$ cat src/rtl/mmd_pkg.sv
// ----------------------------------------------------------------------------
// mmd_pkg
// Shared widths and the sequencer state type of the moving mean difference.
// ----------------------------------------------------------------------------
package mmd_pkg;

    localparam int SAMPLE_W = 16;
    localparam int RESULT_W = 17;

    typedef enum logic [1:0] {
        ST_IDLE,
        ST_READ,
        ST_DIV,
        ST_FINISH
    } t_state;

endpackage

$ cat src/rtl/mmd_sample_if.sv
// ----------------------------------------------------------------------------
// mmd_sample_if
// Valid/ready channel carrying one raw sensor sample per beat.
// ----------------------------------------------------------------------------
interface mmd_sample_if;

    logic                         valid;
    logic                         ready;
    logic [mmd_pkg::SAMPLE_W-1:0] sample;

    modport source (output valid, output sample, input ready);
    modport sink   (input valid, input sample, output ready);

endinterface

$ cat src/rtl/mmd_result_if.sv
// ----------------------------------------------------------------------------
// mmd_result_if
// Valid/ready channel carrying one signed mean-minus-sample result per beat.
// ----------------------------------------------------------------------------
interface mmd_result_if;

    logic                                valid;
    logic                                ready;
    logic signed [mmd_pkg::RESULT_W-1:0] mean_minus_sample;

    modport source (output valid, output mean_minus_sample, input ready);
    modport sink   (input valid, input mean_minus_sample, output ready);

endinterface

$ cat src/rtl/mmd_ram.sv
// ----------------------------------------------------------------------------
// mmd_ram
// Generic single-write, single-read RAM with registered read data.
// ----------------------------------------------------------------------------
module mmd_ram #(
    parameter int WIDTH = 16,
    parameter int DEPTH = 15
) (
    input  logic                                       i_clk,
    input  logic                                       i_we,
    input  logic [((DEPTH > 1) ? $clog2(DEPTH) : 1)-1:0] i_waddr,
    input  logic [WIDTH-1:0]                           i_wdata,
    input  logic [((DEPTH > 1) ? $clog2(DEPTH) : 1)-1:0] i_raddr,
    output logic [WIDTH-1:0]                           o_rdata
);

    logic [WIDTH-1:0] r_mem [DEPTH];

    always_ff @(posedge i_clk) begin
        if (i_we) begin
            r_mem[i_waddr] <= i_wdata;
        end
        o_rdata <= r_mem[i_raddr];
    end

endmodule

$ cat src/rtl/moving_mean_difference.sv
// ----------------------------------------------------------------------------
// moving_mean_difference
// Moving-average DC removal: window mean minus current sample.
// ----------------------------------------------------------------------------
// Each accepted sample replaces the oldest of the last WINDOW samples held in
// a small RAM, the running sum is corrected by the evicted entry, and the sum
// is divided (truncating) by the number of samples seen so far, saturating at
// WINDOW. The result is that mean minus the sample, 17-bit two's complement.
// Each sample passes, ready to ready, through the idle/accept state, the read
// state for the RAM read and sum update, the restoring divider that yields one
// quotient bit per cycle for the SUM_W = 16 + clog2(WINDOW) bits of the sum,
// and the finish state that forms the difference into the output register.
// Input ready is high only in idle; a result waiting in the output register
// does not block acceptance of the next sample, but holds that sample's result
// in the finish state until the waiting one is taken. No clearing pass is needed
// after reset: until the window has filled, the entry under the write pointer
// has never been written, and its read data is not subtracted from the sum.
// ----------------------------------------------------------------------------
module moving_mean_difference #(
    parameter int WINDOW = 15
) (
    input  logic                i_clk,
    input  logic                i_rst_n,
    mmd_sample_if.sink          i_sample,
    mmd_result_if.source        o_result
);

    localparam int PTR_W  = (WINDOW > 1) ? $clog2(WINDOW) : 1;
    localparam int CNT_W  = $clog2(WINDOW + 1);
    localparam int SUM_W  = mmd_pkg::SAMPLE_W + $clog2(WINDOW);
    localparam int DIVC_W = $clog2(SUM_W + 1);

    // sequencer
    mmd_pkg::t_state r_state, n_state;

    // datapath registers
    logic [mmd_pkg::SAMPLE_W-1:0]        r_sample;
    logic [PTR_W-1:0]                    r_wptr, n_wptr;
    logic [CNT_W-1:0]                    r_fill, n_fill;
    logic [SUM_W-1:0]                    r_sum, n_sum;
    logic [SUM_W-1:0]                    r_quo, n_quo;   // dividend in, quotient out
    logic [CNT_W-1:0]                    r_rem, n_rem;
    logic [DIVC_W-1:0]                   r_divc, n_divc;
    logic                                r_out_valid, n_out_valid;
    logic signed [mmd_pkg::RESULT_W-1:0] r_out_data, n_out_data;

    // control decoded from state
    logic accept;
    logic sample_ready;
    logic ram_we;
    logic load_out;

    // datapath intermediates
    logic [mmd_pkg::SAMPLE_W-1:0] ram_rdata;
    logic                         full;
    logic [SUM_W-1:0]             evicted;
    logic [CNT_W:0]               trial;
    logic                         fits;

    mmd_ram #(
        .WIDTH (mmd_pkg::SAMPLE_W),
        .DEPTH (WINDOW)
    ) u_ring (
        .i_clk   (i_clk),
        .i_we    (ram_we),
        .i_waddr (r_wptr),
        .i_wdata (r_sample),
        .i_raddr (r_wptr),
        .o_rdata (ram_rdata)
    );

    assign accept = i_sample.valid && sample_ready;

    // next state
    always_comb begin
        n_state = r_state;
        unique case (r_state)
            mmd_pkg::ST_IDLE: begin
                if (i_sample.valid) begin
                    n_state = mmd_pkg::ST_READ;
                end
            end
            mmd_pkg::ST_READ: begin
                n_state = mmd_pkg::ST_DIV;
            end
            mmd_pkg::ST_DIV: begin
                if (r_divc == DIVC_W'(1)) begin
                    n_state = mmd_pkg::ST_FINISH;
                end
            end
            mmd_pkg::ST_FINISH: begin
                if (!r_out_valid || o_result.ready) begin
                    n_state = mmd_pkg::ST_IDLE;
                end
            end
            default: n_state = mmd_pkg::ST_IDLE;
        endcase
    end

    // state-decoded controls
    always_comb begin
        sample_ready = 1'b0;
        ram_we       = 1'b0;
        load_out     = 1'b0;
        unique case (r_state)
            mmd_pkg::ST_IDLE:   sample_ready = 1'b1;
            mmd_pkg::ST_READ:   ram_we       = 1'b1;
            mmd_pkg::ST_DIV:    ;
            mmd_pkg::ST_FINISH: load_out     = !r_out_valid || o_result.ready;
            default:            ;
        endcase
    end

    assign i_sample.ready             = sample_ready;
    assign o_result.valid             = r_out_valid;
    assign o_result.mean_minus_sample = r_out_data;

    // the entry under the pointer holds a real sample only once the ring is full
    assign full    = (r_fill == CNT_W'(WINDOW));
    assign evicted = full ? SUM_W'(ram_rdata) : '0;

    // one restoring-divide step
    assign trial = {r_rem, r_quo[SUM_W-1]};
    assign fits  = (trial >= {1'b0, r_fill});

    always_comb begin
        n_wptr      = r_wptr;
        n_fill      = r_fill;
        n_sum       = r_sum;
        n_quo       = r_quo;
        n_rem       = r_rem;
        n_divc      = r_divc;
        n_out_valid = r_out_valid;
        n_out_data  = r_out_data;

        if (r_out_valid && o_result.ready) begin
            n_out_valid = 1'b0;
        end

        case (r_state)
            mmd_pkg::ST_READ: begin
                n_sum  = r_sum - evicted + SUM_W'(r_sample);
                n_quo  = n_sum;
                n_rem  = '0;
                n_divc = DIVC_W'(SUM_W);
                n_wptr = (r_wptr == PTR_W'(WINDOW - 1)) ? '0 : r_wptr + PTR_W'(1);
                if (!full) begin
                    n_fill = r_fill + CNT_W'(1);
                end
            end
            mmd_pkg::ST_DIV: begin
                n_quo  = {r_quo[SUM_W-2:0], fits};
                n_rem  = fits ? CNT_W'(trial - {1'b0, r_fill}) : trial[CNT_W-1:0];
                n_divc = r_divc - DIVC_W'(1);
            end
            mmd_pkg::ST_FINISH: begin
                if (load_out) begin
                    // mean never exceeds the largest sample, so 16 quotient bits suffice
                    n_out_valid = 1'b1;
                    n_out_data  = $signed({1'b0, r_quo[mmd_pkg::SAMPLE_W-1:0]})
                                - $signed({1'b0, r_sample});
                end
            end
            default: ;
        endcase
    end

    always_ff @(posedge i_clk) begin
        if (!i_rst_n) begin
            r_state     <= mmd_pkg::ST_IDLE;
            r_wptr      <= '0;
            r_fill      <= '0;
            r_sum       <= '0;
            r_out_valid <= 1'b0;
        end else begin
            r_state     <= n_state;
            r_wptr      <= n_wptr;
            r_fill      <= n_fill;
            r_sum       <= n_sum;
            r_out_valid <= n_out_valid;
        end
    end

    always_ff @(posedge i_clk) begin
        if (accept) begin
            r_sample <= i_sample.sample;
        end
        r_quo      <= n_quo;
        r_rem      <= n_rem;
        r_divc     <= n_divc;
        r_out_data <= n_out_data;
    end

    // checks
    a_ptr_range: assert property (@(posedge i_clk) disable iff (!i_rst_n)
        r_wptr <= PTR_W'(WINDOW - 1))
        else $error("write pointer beyond window");

    a_sum_bound: assert property (@(posedge i_clk) disable iff (!i_rst_n)
        (SUM_W + CNT_W)'(r_sum) <= (SUM_W + CNT_W)'(r_fill) * (SUM_W + CNT_W)'(16'hFFFF))
        else $error("running sum exceeds what the filled window can hold");

    a_rem_below_div: assert property (@(posedge i_clk) disable iff (!i_rst_n)
        (r_state == mmd_pkg::ST_DIV) |-> (r_fill != '0) && (r_rem < r_fill))
        else $error("divider remainder not below divisor");

    a_accept_read: assert property (@(posedge i_clk) disable iff (!i_rst_n)
        accept |=> (r_state == mmd_pkg::ST_READ) && (r_fill == $past(r_fill)))
        else $error("accepted beat did not start the read step");

    a_fill_step: assert property (@(posedge i_clk) disable iff (!i_rst_n)
        (r_state == mmd_pkg::ST_READ) && (r_fill != CNT_W'(WINDOW))
        |=> r_fill == $past(r_fill) + CNT_W'(1))
        else $error("fill count did not advance while window filling");

endmodule
$ cat src/flat_wrapper.sv
// flat-port wrapper written by rule: the top's interface ports become plain ports
module moving_mean_difference_flat 
#(
    parameter int WINDOW = 15
)
  (i_clk, i_rst_n, i_sample_valid, i_sample_sample, i_sample_ready, o_result_valid, o_result_mean_minus_sample, o_result_ready);
  mmd_sample_if i_sample_i ();
  mmd_result_if o_result_i ();
  input  logic i_clk;
  input  logic i_rst_n;
  input wire logic [$bits(i_sample_i.valid)-1:0] i_sample_valid;
  input wire logic [$bits(i_sample_i.sample)-1:0] i_sample_sample;
  output wire logic [$bits(i_sample_i.ready)-1:0] i_sample_ready;
  output wire logic [$bits(o_result_i.valid)-1:0] o_result_valid;
  output wire logic [$bits(o_result_i.mean_minus_sample)-1:0] o_result_mean_minus_sample;
  input wire logic [$bits(o_result_i.ready)-1:0] o_result_ready;
  assign i_sample_i.valid = i_sample_valid;
  assign i_sample_i.sample = i_sample_sample;
  assign i_sample_ready = i_sample_i.ready;
  assign o_result_valid = o_result_i.valid;
  assign o_result_mean_minus_sample = o_result_i.mean_minus_sample;
  assign o_result_i.ready = o_result_ready;
  moving_mean_difference #(.WINDOW(WINDOW)) u_core (.i_clk(i_clk), .i_rst_n(i_rst_n), .i_sample(i_sample_i), .o_result(o_result_i));
endmodule
$ cat config.mk
export PLATFORM = sky130hd
export DESIGN_NAME = moving_mean_difference_flat
export DESIGN_NICKNAME = d
export VERILOG_FILES = /design/src/rtl/mmd_pkg.sv /design/src/rtl/mmd_sample_if.sv /design/src/rtl/mmd_result_if.sv /design/src/rtl/mmd_ram.sv /design/src/rtl/moving_mean_difference.sv /design/src/flat_wrapper.sv
export SDC_FILE = /design/constraint.sdc
export NUM_CORES = 1
export LEC_CHECK = 0
export CAP_MARGIN = 20
export CORE_MARGIN = 2
export CORE_UTILIZATION = 25
export DETAILED_ROUTE_END_ITERATION = 10
export DONT_BUFFER_PORTS = 1
export SLEW_MARGIN = 10
export SYNTH_ARGS = -nofsm -noshare
export SYNTH_HDL_FRONTEND = slang
export SYNTH_SLANG_ARGS = --single-unit
$ cat constraint.sdc
create_clock -name i_clk -period 3.4 [get_ports i_clk]
set_input_delay 0.68 -clock i_clk [delete_from_list [all_inputs] [get_ports i_clk]]
set_output_delay 0.68 -clock i_clk [all_outputs]
set_load 0.05 [all_outputs]
==> out/metrics.csv <==
metric;value;unit
cts_max_path_buffers;3;
required;3.65;ns
total_power;16.4;mW
setup_viol;0;
num_vias;9147;
fin_util;0.308;
cp_top_family;simple AND/OR/NAND/NOR gates;
grt_pass1_wl;55.3;mm
synthAdderAreaFrac;0.0605;
hpwl;25.4;mm
switching_share;0.335;
gp_congestion;0.869;
viasPerCell;4.52;
design_area;19000;sq um
drive_gt1_frac;0.261;
clkSinkCount;349;
synth.avg_cell_area;15.0;sq um
p_seq_frac;0.373;
start_util;0.254;
insertion_delay;0.55;ns
final_cell_mix;edfxtp_1 (302), buf_4 (112), inv_1 (89);
drc_errors;0;
grt_pass1_vias;9020;
synth_seq_cells;349;
async_flop_share;0;
first_pass_iters;5;
placed_area;17500;sq um
crit_type;flip-flop to flip-flop;
rsz0062_at_grt;true;
die_w;255;um
ir_drop;0.421;mV
fin_setup_tns;0;ns
whs_endpoint;u_core.r_sample[10];
yosys.area_share.simple;0.0714;
cts-root-buf;clkbuf_16;
routed_wl;36.9;mm
synthXorXnorAreaFrac;0.0199;
reg2reg_from;u_core.r_fill[1];
syn-num-nets;1134;
clock_power_share;0.251;
ys_warn_count;0;
worstHoldPathType;primary input to flip-flop;
slew_viol_final;0;
wl_per_cell;18.2;um
power.density;861;nW/um^2
grt_max_degree;49;
p_comb_frac;0.375;
synth_area;15700;sq um
cts_tree;built;
ctsHoldBuffers;0;
coreArea;61800;sq um
clkTransAtPathRegs;0.06;ns
yosysSeqAreaShare;0.638;
first_iter_violations;674;
critPathMostFrequentCell;ha_4;
hp-start;i_sample_sample[10];
synth_cell_types;71;
syn2layout_area_growth;21.2;%
grt_use_total;0.113;
worstSetupStartpointType;flip-flop;
hold_viol_final;0;
synth-edff-count;302;
holdWs;0.222;ns
p_int;10.9;mW
stdcell_count;2024;
synth_compound_area_frac;0.0633;
r2r-end;u_core.r_quo[12];
synth_top_family_by_area;multiplexers;
worst_slew_pin_slew;0.895;ns
setup_ws;0.0957;ns
slew_headroom;0.403;
port_buffers;0;
r2r_cells;14;
p_sw;5.48;mW
fmaxAchievable;303;MHz
skew;0.0238;ns
ant_nets;0;
grt-ovfl-total;0;
final_common_cell;edfxtp_1;
ioPinCount;39;
synth_cells;1049;
antenna_found_initial;2;
holdPathStages;0;
synthFlopType;edfxtp_1;
place_ws;-0.110;ns
rows;91;
critPathSlowestCell;fa_1;
htreeDepth;2;
crit_buf_inv;3;
r2r_slack;0.1;ns
crit_chain;ha_4, and3_4, buf_12, and2_1, fa_1, inv_1, ha_4, nand3_2, nor4_4, nor2_1, o21bai_1, xnor2_1, buf_4, o21ai_1;
worstPathArrival;3.56;ns
finalNetCount;1243;
crit_path_end_kind;flip-flop;
cts_buffers;36;
max_stage_delay;0.47;ns
design.die.area;64800;sq um
min_period;3.30;ns
outcome;complete, no violations;
synth.mux.area_fraction;0.113;
final.period_utilization;0.972;
path_max_fanout;9;
dp_cells;1949;
fp.dieH;255;um
leakage;6.54;nW
cap_violations;0;
==> cell usage after synthesis, types with 5 or more instances <==
cell type	number	share of area
dfxtp_1	47	0.060
nor4_1	5	0.0020
xnor2_1	20	0.011
o21bai_1	6	0.0029
a21o_1	9	0.0043
inv_1	90	0.022
nand2_1	59	0.014
nand2b_1	5	0.0020
clkbuf_1	26	0.0062
mux4_2	64	0.092
o21ai_1	39	0.012
buf_1	6	0.0014
nor2b_1	11	0.0044
a211oi_1	7	0.0033
xor2_1	13	0.0073
o21a_1	5	0.0024
edfxtp_1	302	0.58
fa_1	18	0.023
a31oi_1	8	0.0032
ha_1	47	0.037
mux2i_1	29	0.019
buf_2	14	0.0045
nand3_1	19	0.0061
a21oi_1	27	0.0086
nor3_1	20	0.0064
nor2_1	41	0.0098
and2_1	24	0.0096
nand4_1	8	0.0032
and3_1	9	0.0036
o21ai_0	15	0.0048
==> power by group through the flow <==
stage	logic [mW]	clock network [mW]	registers (mW)
floorplan	4.00	0	6.01
global placement	5.70	0	6.20
detailed placement	5.80	0	6.21
CTS	5.85	4.22	6.12
global route	6.76	4.37	6.18
finish	6.14	4.12	6.11
==> repair_timing <==
| item | 4_1_cts | 5_1_grt |
|---|---|---|
| cloned | 0 | 1 |
| pin swaps | 3 | 14 |
| setup endpoints to repair | 13 | 16 |
| buffers inserted | 1 | 6 |
| resized for setup | 4 | 34 |
==> layer usage <==
layer	wire length, um	GRT usage	vias up
met5	8	0	-
met4	721	0.0291	2
met3	2500	0.0268	56
met2	16700	0.175	279
met1	17000	0.160	4631
li1	-	-	4179
==> how the worst max path moves through the flow <==
stage | start | end | slack (ns) | cells past startpoint
6_report | u_core.r_fill[1] | u_core.r_quo[12] | 0.1 | 14
2_1_floorplan | u_core.r_fill[1] | u_core.r_quo[15] | -0.06 | 15
3_5_place_dp | u_core.r_fill[1] | u_core.r_quo[19] | -0.11 | 14
5_1_grt | u_core.r_fill[1] | u_core.r_quo[19] | -0.007 | 13
4_1_cts | u_core.r_fill[1] | u_core.r_quo[19] | 0.02 | 13
3_3_place_gp | u_core.r_fill[1] | u_core.r_quo[19] | -0.13 | 13
==> layout make-up <==
| class | count | area (sq um) |
|---|---|---|
| timing repair buffer | 117 | 926 |
| clock inverter | 23 | 279 |
| antenna | 1 | 2.50 |
| multi-input combinational | 563 | 5440 |
| fill | 6061 | 42800 |
| inverter | 91 | 342 |
| sequential | 349 | 10000 |
| clock buffer | 43 | 958 |
| tap | 837 | 1050 |
==> sequential cells by signal, summed over array words and instances (netlist names) <==
| register | cells |
|---|---|
| u_core.r_quo | 20 |
| u_core.r_fill | 4 |
| u_core.o_result.mean_minus_sample | 17 |
| u_core.r_sample | 16 |
| u_core.r_rem | 4 |
| u_core.u_ring.o_rdata | 16 |
| u_core.r_state | 2 |
| u_core.r_wptr | 4 |
| u_core.o_result.valid | 1 |
| u_core.r_divc | 5 |
| u_core.r_sum | 20 |
| u_core.u_ring.r_mem | 240 |
==> cells by family after synthesis <==
kind of cell             after synthesis
AND/OR/NAND/NOR                      217
multiplexers                          96
buffers and inverters                138
AO/OA/AOI/OAI                        150
flip-flops                           349
adder cells (fa/ha/maj)               65
XOR/XNOR                              34
(Power assumes the default switching activity.)
